**src/hw/rtl/sll_pkg.sv**
```systemverilog
// shared types and codes for the sorted list insert/remove block
package sll_pkg;

    localparam int VALUE_W = 32;
    localparam int COUNT_W = 7;

    typedef logic [1:0] t_status;

    localparam t_status ST_INSERTED  = 2'd0;
    localparam t_status ST_REMOVED   = 2'd1;
    localparam t_status ST_NOT_FOUND = 2'd2;
    localparam t_status ST_FULL      = 2'd3;

    localparam logic REQ_INSERT = 1'b0;
    localparam logic REQ_REMOVE = 1'b1;

    // finished result handed from the engine to the output register
    typedef struct packed {
        logic               valid;
        t_status            status;
        logic [COUNT_W-1:0] count;
    } t_result;

endpackage

```
**src/hw/rtl/sll_if.sv**
```systemverilog
// request and result channel interfaces
interface sll_req_if
    import sll_pkg::*;
();
    logic                      valid;
    logic                      ready;
    logic                      req_type;
    logic signed [VALUE_W-1:0] value;

    modport source (output valid, output req_type, output value, input ready);
    modport sink   (input valid, input req_type, input value, output ready);
endinterface

interface sll_res_if
    import sll_pkg::*;
();
    logic               valid;
    logic               ready;
    logic [1:0]         status;
    logic [COUNT_W-1:0] count;

    modport source (output valid, output status, output count, input ready);
    modport sink   (input valid, input status, input count, output ready);
endinterface

```
**src/hw/rtl/sorted_list_insert_remove.sv**
```systemverilog
// top level: sorted list of signed values with insert and remove requests
//
// Keeps up to CAPACITY signed 32-bit values in ascending order in a single
// synchronous RAM. An insert walks down from the last entry, moving each
// entry that is greater than or equal to the new value up one place, then
// writes the value. An insert into an empty store writes it without a walk.
// A remove walks up from the first entry, moving every entry after the first
// match down one place. It always reads every stored entry, whether or not
// a match is found. Refused requests (insert into a full store, remove from
// an empty one) skip the walk. The one read port of the RAM sets the pace:
// one entry per cycle. Each request gives exactly one result item with a
// status and the entry count after the request. The result sits in an output
// register, so the next request is taken while the previous result waits.
// A finished request stalls in the engine only while that register still
// holds an earlier result that the receiver has not taken. Stored values
// need no clearing after reset.
module sorted_list_insert_remove
    import sll_pkg::*;
#(
    parameter int CAPACITY = 64
) (
    input  logic       i_clk,
    input  logic       i_rst_n,
    sll_req_if.sink    i_req,
    sll_res_if.source  o_res
);

    localparam int AW = $clog2(CAPACITY);
    localparam int CW = $clog2(CAPACITY + 1);

    logic               eng_idle;
    logic               res_free;
    t_result            eng_done;
    logic               mem_we;
    logic [AW-1:0]      mem_waddr;
    logic [VALUE_W-1:0] mem_wdata;
    logic [AW-1:0]      mem_raddr;
    logic [VALUE_W-1:0] mem_rdata;

    logic               r_out_valid;
    t_status            r_out_status;
    logic [COUNT_W-1:0] r_out_count;

    assign i_req.ready = eng_idle;
    assign res_free    = !r_out_valid || o_res.ready;

    sll_mem #(
        .DEPTH (CAPACITY),
        .AW    (AW)
    ) u_mem (
        .i_clk   (i_clk),
        .i_we    (mem_we),
        .i_waddr (mem_waddr),
        .i_wdata (mem_wdata),
        .i_raddr (mem_raddr),
        .o_rdata (mem_rdata)
    );

    sll_engine #(
        .CAPACITY (CAPACITY),
        .AW       (AW),
        .CW       (CW)
    ) u_engine (
        .i_clk      (i_clk),
        .i_rst_n    (i_rst_n),
        .i_start    (i_req.valid && eng_idle),
        .i_kind     (i_req.req_type),
        .i_value    (i_req.value),
        .o_idle     (eng_idle),
        .i_res_free (res_free),
        .o_done     (eng_done),
        .o_we       (mem_we),
        .o_waddr    (mem_waddr),
        .o_wdata    (mem_wdata),
        .o_raddr    (mem_raddr),
        .i_rdata    (mem_rdata)
    );

    // output register valid
    always_ff @(posedge i_clk) begin
        if (!i_rst_n) begin
            r_out_valid <= 1'b0;
        end else if (eng_done.valid) begin
            r_out_valid <= 1'b1;
        end else if (o_res.ready) begin
            r_out_valid <= 1'b0;
        end
    end

    // output register payload
    always_ff @(posedge i_clk) begin
        if (eng_done.valid) begin
            r_out_status <= eng_done.status;
            r_out_count  <= eng_done.count;
        end
    end

    assign o_res.valid  = r_out_valid;
    assign o_res.status = r_out_status;
    assign o_res.count  = r_out_count;

endmodule

```
**src/hw/rtl/sll_mem.sv**
```systemverilog
// entry store: one write port, one read port with registered read data
module sll_mem
    import sll_pkg::*;
#(
    parameter int DEPTH = 64,
    parameter int AW    = 6
) (
    input  logic               i_clk,
    input  logic               i_we,
    input  logic [AW-1:0]      i_waddr,
    input  logic [VALUE_W-1:0] i_wdata,
    input  logic [AW-1:0]      i_raddr,
    output logic [VALUE_W-1:0] o_rdata
);

    logic [VALUE_W-1:0] r_mem [DEPTH];
    logic [VALUE_W-1:0] r_rdata;

    // write port
    always_ff @(posedge i_clk) begin
        if (i_we) begin
            r_mem[i_waddr] <= i_wdata;
        end
    end

    // read port with registered read data
    always_ff @(posedge i_clk) begin
        r_rdata <= r_mem[i_raddr];
    end

    assign o_rdata = r_rdata;

endmodule

```
**src/hw/rtl/sll_engine.sv**
```systemverilog
// sequencer that walks the entry store to insert or remove one value
module sll_engine
    import sll_pkg::*;
#(
    parameter int CAPACITY = 64,
    parameter int AW       = 6,
    parameter int CW       = 7
) (
    input  logic                      i_clk,
    input  logic                      i_rst_n,
    input  logic                      i_start,
    input  logic                      i_kind,
    input  logic signed [VALUE_W-1:0] i_value,
    output logic                      o_idle,
    input  logic                      i_res_free,
    output t_result                   o_done,
    output logic                      o_we,
    output logic [AW-1:0]             o_waddr,
    output logic [VALUE_W-1:0]        o_wdata,
    output logic [AW-1:0]             o_raddr,
    input  logic [VALUE_W-1:0]        i_rdata
);

    typedef enum logic [4:0] {
        S_IDLE = 5'b00001,
        S_INS  = 5'b00010,
        S_REM  = 5'b00100,
        S_PUT  = 5'b01000,
        S_RESP = 5'b10000
    } t_state;

    t_state                    r_state, n_state;
    logic [CW-1:0]             r_count, n_count;
    logic [AW-1:0]             r_pidx, n_pidx;
    logic [AW-1:0]             r_waddr, n_waddr;
    logic                      r_found, n_found;
    t_status                   r_status, n_status;
    logic signed [VALUE_W-1:0] r_val, n_val;

    logic          rd_ge;
    logic          rd_hit;
    logic [AW-1:0] last_idx;

    assign rd_ge    = $signed(i_rdata) >= r_val;
    assign rd_hit   = i_rdata == r_val;
    assign last_idx = AW'(r_count - 1'b1);

    // next-state logic
    always_comb begin
        n_state  = r_state;
        n_count  = r_count;
        n_pidx   = r_pidx;
        n_waddr  = r_waddr;
        n_found  = r_found;
        n_status = r_status;
        n_val    = r_val;
        o_we     = 1'b0;
        o_waddr  = r_waddr;
        o_wdata  = r_val;
        o_raddr  = r_pidx;
        o_done   = '0;
        case (r_state)
            S_IDLE: begin
                if (i_start) begin
                    n_val = i_value;
                    if (i_kind == REQ_INSERT) begin
                        if (r_count == CW'(CAPACITY)) begin
                            n_status = ST_FULL;
                            n_state  = S_RESP;
                        end else if (r_count == '0) begin
                            n_waddr = '0;
                            n_state = S_PUT;
                        end else begin
                            // walk down from the last entry
                            o_raddr = last_idx;
                            n_pidx  = last_idx;
                            n_state = S_INS;
                        end
                    end else begin
                        if (r_count == '0) begin
                            n_status = ST_NOT_FOUND;
                            n_state  = S_RESP;
                        end else begin
                            // walk up from the first entry
                            o_raddr = '0;
                            n_pidx  = '0;
                            n_found = 1'b0;
                            n_state = S_REM;
                        end
                    end
                end
            end
            S_INS: begin
                if (rd_ge) begin
                    // shift this entry up one place
                    o_we    = 1'b1;
                    o_waddr = AW'(r_pidx + 1'b1);
                    o_wdata = i_rdata;
                    if (r_pidx == '0) begin
                        n_waddr = '0;
                        n_state = S_PUT;
                    end else begin
                        o_raddr = AW'(r_pidx - 1'b1);
                        n_pidx  = AW'(r_pidx - 1'b1);
                    end
                end else begin
                    n_waddr = AW'(r_pidx + 1'b1);
                    n_state = S_PUT;
                end
            end
            S_PUT: begin
                o_we     = 1'b1;
                o_waddr  = r_waddr;
                o_wdata  = r_val;
                n_count  = CW'(r_count + 1'b1);
                n_status = ST_INSERTED;
                n_state  = S_RESP;
            end
            S_REM: begin
                // once the match is passed, every later entry moves down
                if (r_found) begin
                    o_we    = 1'b1;
                    o_waddr = AW'(r_pidx - 1'b1);
                    o_wdata = i_rdata;
                end
                n_found = r_found | rd_hit;
                if (r_pidx == last_idx) begin
                    if (n_found) begin
                        n_count  = CW'(r_count - 1'b1);
                        n_status = ST_REMOVED;
                    end else begin
                        n_status = ST_NOT_FOUND;
                    end
                    n_state = S_RESP;
                end else begin
                    o_raddr = AW'(r_pidx + 1'b1);
                    n_pidx  = AW'(r_pidx + 1'b1);
                end
            end
            S_RESP: begin
                if (i_res_free) begin
                    o_done.valid  = 1'b1;
                    o_done.status = r_status;
                    o_done.count  = COUNT_W'(r_count);
                    n_state       = S_IDLE;
                end
            end
            default: begin
                n_state = S_IDLE;
            end
        endcase
    end

    assign o_idle = r_state == S_IDLE;

    // control state
    always_ff @(posedge i_clk) begin
        if (!i_rst_n) begin
            r_state <= S_IDLE;
            r_count <= '0;
        end else begin
            r_state <= n_state;
            r_count <= n_count;
        end
    end

    // walk pointers and request payload
    always_ff @(posedge i_clk) begin
        r_pidx   <= n_pidx;
        r_waddr  <= n_waddr;
        r_found  <= n_found;
        r_status <= n_status;
        r_val    <= n_val;
    end

endmodule

```
**src/flat_wrapper.sv**
```systemverilog
// flat-port wrapper written by rule: the top's interface ports become plain ports
module sorted_list_insert_remove_flat import sll_pkg::*;
#(
    parameter int CAPACITY = 64
)
  (i_clk, i_rst_n, i_req_valid, i_req_req_type, i_req_value, i_req_ready, o_res_valid, o_res_status, o_res_count, o_res_ready);
  sll_req_if i_req_i ();
  sll_res_if o_res_i ();
  input  logic i_clk;
  input  logic i_rst_n;
  input wire logic [$bits(i_req_i.valid)-1:0] i_req_valid;
  input wire logic [$bits(i_req_i.req_type)-1:0] i_req_req_type;
  input wire logic [$bits(i_req_i.value)-1:0] i_req_value;
  output wire logic [$bits(i_req_i.ready)-1:0] i_req_ready;
  output wire logic [$bits(o_res_i.valid)-1:0] o_res_valid;
  output wire logic [$bits(o_res_i.status)-1:0] o_res_status;
  output wire logic [$bits(o_res_i.count)-1:0] o_res_count;
  input wire logic [$bits(o_res_i.ready)-1:0] o_res_ready;
  assign i_req_i.valid = i_req_valid;
  assign i_req_i.req_type = i_req_req_type;
  assign i_req_i.value = i_req_value;
  assign i_req_ready = i_req_i.ready;
  assign o_res_valid = o_res_i.valid;
  assign o_res_status = o_res_i.status;
  assign o_res_count = o_res_i.count;
  assign o_res_i.ready = o_res_ready;
  sorted_list_insert_remove #(.CAPACITY(CAPACITY)) u_core (.i_clk(i_clk), .i_rst_n(i_rst_n), .i_req(i_req_i), .o_res(o_res_i));
endmodule
```
**config.mk**
```make
export PLATFORM = sky130hd
export DESIGN_NAME = sorted_list_insert_remove_flat
export DESIGN_NICKNAME = d
export VERILOG_FILES = /design/src/hw/rtl/sll_pkg.sv /design/src/hw/rtl/sll_if.sv /design/src/hw/rtl/sorted_list_insert_remove.sv /design/src/hw/rtl/sll_mem.sv /design/src/hw/rtl/sll_engine.sv /design/src/flat_wrapper.sv
export SDC_FILE = /design/constraint.sdc
export NUM_CORES = 2
export LEC_CHECK = 0
export BUFFER_PORTS_ARGS = -buffer_cell sky130_fd_sc_hd__buf_2
export CAP_MARGIN = 20
export CORE_UTILIZATION = 45
export DETAILED_ROUTE_END_ITERATION = 10
export SYNTH_ARGS = -nofsm -noshare
export SYNTH_HDL_FRONTEND = slang
export SYNTH_HIERARCHICAL = 1
export SYNTH_SLANG_ARGS = --single-unit
```
**constraint.sdc**
```tcl
create_clock -name i_clk -period 6.3 [get_ports i_clk]
set_input_delay 1.26 -clock i_clk [delete_from_list [all_inputs] [get_ports i_clk]]
set_output_delay 1.26 -clock i_clk [all_outputs]
set_load 0.05 [all_outputs]
```
Yosys cells after proc, flatten, opt, wreduce, memory -nomap -nowiden:

Memory sizes are Yosys's and may differ from the RTL's. A register that Yosys moved wholly into a read port is not among the register bits.
Index checks and enable logic that the tools add are counted.

* reduce and logical (&&, ||, !) cells: 17
* shift operators: 0
* mux-type cells: 55
* div/mod/pow operators: 0
* add/sub/neg operators: 4
* equality and inequality tests: 20
* multipliers: 0
* bitwise logic cells: 1
* magnitude comparators: 1

Operators with widths (count)
* 2-to-1 mux 6 bit: 16
* 2-to-1 mux 32 bit: 2
* one-hot mux 32 bit (2 select lines): 1
* 2-to-1 mux 5 bit: 8
* equality test 32 bit: 1
* greater-or-equal comparator 32 bit: 1
* one-hot mux 5 bit (5 select lines): 1
* one-hot mux 6 bit (2 select lines): 2
* 2-to-1 mux 10 bit: 2
* one-hot mux 6 bit (3 select lines): 1
* inequality test 2 bit (second input constant): 8
* 2-to-1 mux 7 bit: 2
* one-hot mux 7 bit (2 select lines): 1
* 2-to-1 mux 2 bit: 6
* 2-to-1 mux 1 bit: 9
* inequality test 3 bit (second input constant): 3
* AND reduction 4 bit: 2
* nonzero test 2 bit: 4
* adder 7 x 1 -> 7 bit (second input constant): 1
* equality test 7 bit (second input constant): 1
* logical NOT 7 bit: 1
* subtractor 7 x 1 -> 7 bit (second input constant): 1
* adder 6 x 1 -> 6 bit (second input constant): 1
* equality test 6 bit: 1
* 21 further kinds: 22

* bits in writable memories: 2048
* memories: 1
* bits in latches: 0
* input bits: 37
* ROM bits: 0
* output and inout port bits: 11
* register bits after elaboration: 69
* logic and storage cells: 109

Memories
* u_core.u_mem.r_mem: words 64, bits a word 32, rd ports 1, clocked after Yosys merged registers in 1, wr ports 1, line sll_mem.sv:16 `logic [VALUE_W-1:0] r_mem [DEPTH];`

Longest topological paths before layout:

* word-level depth: 6
* depth in mapped cells: 22
* depth with buffers taken out: 14

Hierarchy:

Netlist, hierarchy kept.

By module, submodules not included
* sll_mem: times used 1, area an instance 78515.3 um2, cells each 3324, seq. area each 62139.6 um2
* sll_engine: times used 1, area an instance 4294.1 um2, cells each 434, seq. area each 1591.5 um2
* sorted_list_insert_remove: times used 1, area an instance 325.3 um2, cells each 14, seq. area each 290.3 um2

Worst setup path before layout:

Ideal clock, no wire load.

* kind: register to register
* from: register u_core.u_engine.r_val[11]
* to: memory u_core.u_mem.r_mem[48][0], enable pin
* cell stages (with the launch flop): 15
* path buffers: 2
* arrival: 4.997 ns
* data required time: 5.839 ns
* setup slack: 0.842 ns
* library setup time: 0.461 ns
* clock period less this slack: 5.458 ns
* cell sequence: edfxtp_1 > inv_1 > ha_1 > and4_1 > nand3_1 > a2111oi_0 > o31a_1 > o31ai_4 > clkbuf_1 > nor2_1 > a221o_1 > clkbuf_1 > nor2b_1 > nand4b_1 > nor3_1

* elaborated cells on any way between the ends: 7
* classes of those cells: 1 x order compare; 6 x mux

RTL lines
* from (decl): line sll_engine.sv:38 `logic signed [VALUE_W-1:0] r_val, n_val;`
* from (signal assigned): line sll_engine.sv:173 `r_val <= n_val;`
* greater-or-equal comparator 32 bit: line sll_engine.sv:44 `assign rd_ge = $signed(i_rdata) >= r_val;`
* 2-to-1 mux 6 bit: line sll_engine.sv:94 `if (rd_ge) begin`
* one-hot mux 6 bit (2 select lines): line sll_engine.sv:62 `case (r_state)`
* named net u_core.mem_waddr[3]: line sorted_list_insert_remove.sv:35 `logic [AW-1:0] mem_waddr;`
* to (decl): line sll_mem.sv:16

The timed path passes the listed nets, and every way through them passes these cells.

Worst setup path after layout:

* from: register u_core.u_mem.r_rdata[30] (netlist: u_core/u_mem/o_rdata[30]), read port of u_core.u_mem.r_mem
* to: register u_core.u_mem.r_rdata[4] (netlist: u_core/u_mem/o_rdata[4]), read port of u_core.u_mem.r_mem

* word-level cells in the longest chain between the ends: 3

RTL lines
* from (decl): line sll_mem.sv:17 `logic [VALUE_W-1:0] r_rdata;`
* greater-or-equal comparator 32 bit: line sll_engine.sv:44
* 2-to-1 mux 6 bit: line sll_engine.sv:94
* one-hot mux 6 bit (3 select lines)
* named net u_core.mem_raddr[2]: line sorted_list_insert_remove.sv:37 `logic [AW-1:0] mem_raddr;`

The timed path passes the listed nets, and every way through them passes these cells.
A chain may end at the register's enable or synchronous reset.

==> impl_metrics.toml <==
[yosys]
synthFlopType = "edfxtp_1"
synth_seq_area_share = 0.770
synth_compound_area_frac = 0.0229
synth_mux_area_frac = 0.163
synth-edff-count = 2098
synth_simple_gate_area_frac = 0.0209
synthAdderAreaFrac = 0.00557
synth.top_cell.area_share = 0.758
netlist.top_cell.by_area = "edfxtp_1"
async_flop_share = 0
syn_area_um2 = 83100
synth_cell_types = 80
ys_warn_count = 6
syn_avg_cell_area_um2 = 22.0
synth_area_leaders = "edfxtp_1, mux4_2, dfxtp_1"
synth_common_cells = "edfxtp_1, mux4_2, nor2_1"
synthCells = 3772
yosys.cell_count.top_type = "edfxtp_1"
synth_xor_area_frac = 0.00307
synth_nets = 3846
ys_ff_latch = 2149
synth_top_family_by_area = "multiplexers"

[detailed_routing]
first_iter_violations = 4825
wire_per_inst_um = 31.4
viasPerCell = 5.98
wl_um = 210000
vias = 40100
drc = 0
detail-route-antenna-nets = 0
drt_pass1_iterations = 7

[pwr]
pwr-share-seq = 0.442
pwr-share-clk = 0.317
vdd_drop_max_mv = 0.294
powerDensity_nw_per_um2 = 409
swShare = 0.286
leakage_nw = 29.3
combPwrFrac = 0.242
p_int_mw = 28.0
p_sw_mw = 11.2

[global_route]
grtUsageMet1 = 0.322
antenna_found_initial = 5
grt-ovfl-total = 0
grt_max_degree = 65
grt_pass1_wl_um = 301000
use_met3 = 0.0407
top_usage_layer = "met2"
grt_usage = 0.228
grt_pass1_vias = 40500
met2_usage = 0.367

[worst_setup_path]
cp-end-kind = "register"
worstSetupStartpointType = "register"
required_ns = 6.90
critical_path_class = "register to register"
worstPathMaxFanout = 42
crit_arrival_ns = 6.49

[clocking]
cts_tree = "done"
clock_latency_ns = 0.87
cts_max_path_buffers = 3
clock_tree.root_cell = "clkbuf_16"
cts_resized = 0
path_clk_slew_ns = 0.06
cts.sinks = 2149
cts_setup_buffers = 0
ctsHoldBuffers = 0
cts_made_buffers = 212
htree_levels = 4

[job]
max_cap_viol_count = 0

[run_status]
status = "completed"

[hold_path]
hp-class = "register to register"

[sta]
finalHoldViolCount = 0
tightest_slew_ns = 1.08
clock_skew_ns = 0.0581
maxSlewViolCount = 0
fmax_ghz = 0.170
rsz0062_at_grt = "false"
setup_viol = 0
slew_headroom = 0.279
fin_crit_ns = 5.89
holdWs_ns = 0.528
period_share = 0.936
setup_tns_ns = 0

[place]
dp_hpwl_um = 122000
io_buffers = 47
gp_congestion = 0.882

[die]
core-area_um2 = 183000
rows = 157
die_width_um = 432
ios = 48
start_util = 0.454
dieArea_um2 = 186000
fp.dieH_um = 432

[layout]
nNetsFinal = 4129
fillers = 14000
drive_gt1_frac = 0.293
syn2layout_area_growth_pct = 15.0
regArea_um2 = 64000
multiInputGateArea_um2 = 18500
==> per-layer routing <==
layer  up-vias  wire [µm]  part of all wire
li1      16500          -                 -
met2      1544     103000              0.49
met5         -         13          0.000062
met4         2       4900             0.023
met1     21700      87700              0.42
met3       287      14800             0.070
==> critical path, stage by stage (launching register included) <==
cell	delay, ns
dfxtp_1	0.60
ha_1	0.25
and4_1	0.29
nand4_1	0.16
o21ba_2	0.25
a21boi_1	0.17
or4b_1	0.74
o311ai_0	0.26
o21a_4	0.59
buf_12	0.35
mux4_2	0.36
mux2i_1	0.31
nor2_1	0.08
a311oi_1	0.78
nor3_1	0.33
==> path summary, 6_finish.rpt <==
check                            from                      end  slack [ns]  cells past startpoint
max reg2reg  u_core/u_mem/o_rdata[30]  u_core/u_mem/o_rdata[4]        0.41                     14
max          u_core/u_mem/o_rdata[30]  u_core/u_mem/o_rdata[4]        0.41                     14
min                u_core/o_res.valid       u_core/o_res.valid        0.53                      2
min reg2reg        u_core/o_res.valid       u_core/o_res.valid        0.53                      2
==> sequential cells by signal (all words and copies together), names as in the netlist, 2 cells and up <==
register                  flops
u_core/u_mem/o_rdata         32
u_core/o_res.count            7
u_core/u_engine/r_val        32
u_core/u_engine/r_count       7
u_core/o_res.status           2
u_core/u_engine/r_status      2
u_core/u_engine/r_pidx        6
u_core/u_engine/r_waddr       6
u_core/u_mem/r_mem         2048
u_core/u_engine/r_state       5
==> placed cells by master (no fill, tap or decap), types with 12 or more instances in the layout <==
cell / synthesis / final
buf_12: 0 / 84
clkbuf_16: 0 / 212
a21oi_1: 74 / 74
nor2_4: 1 / 63
buf_4: 25 / 143
mux2i_1: 96 / 96
o221ai_1: 29 / 29
clkbuf_8: 0 / 23
and2_1: 21 / 21
mux2_2: 32 / 33
nor3_1: 23 / 21
edfxtp_1: 2098 / 2098
o22ai_1: 87 / 86
mux4_2: 544 / 544
clkinv_1: 0 / 39
nand3_1: 19 / 19
dfxtp_1: 51 / 51
inv_1: 44 / 43
nor2b_1: 16 / 16
a22oi_1: 12 / 12
buf_2: 62 / 47
nor2_1: 162 / 100
ha_1: 37 / 37
nand2_1: 48 / 48
clkinv_2: 0 / 32
xor2_1: 13 / 13
clkbuf_1: 85 / 60
==> cell families after synthesis <==
| family | Yosys count |
|---|---|
| buf+inv | 251 |
| simple gates | 357 |
| flops | 2149 |
| mux | 673 |
| compound gates | 279 |
| fa+ha+maj | 37 |
| xor+xnor | 26 |
==> stage by stage <==
step	instance area, µm²	std cells	power [mW]	util	worst slack [ns]
final	95600	6707	39.2	0.522	0.406
after global routing	95600	6706	40.5	0.522	0.293
after CTS	95300	6689	39.3	0.520	0.510
after detailed placement	88400	6288	27.0	0.482	0.573
after global placement	88200	6279	26.8	0.481	0.434
after floorplan	83100	3772	23.7	-	0.842
==> power by group through the flow <==
stage               sequential, mW  clock [mW]  combinational [mW]
detailed placement            17.6           0                9.38
finish                        17.3        12.4                9.47
global route                  17.3        13.1                10.1
floorplan                     17.5           0                6.22
global placement              17.6           0                9.20
CTS                           17.3        12.6                9.40
==> cell type report <==
cell class | instances | share of cell area
clock buffers | 295 | 0.0612
repair buffers | 275 | 0.0316
diodes | 1 | 0.0000262
flip-flops and latches | 2149 | 0.670
clock inverters | 106 | 0.0106
well taps | 2464 | 0.0322
inverters | 45 | 0.00177
multi-input cells | 1372 | 0.193
(Power assumes the default switching activity.)
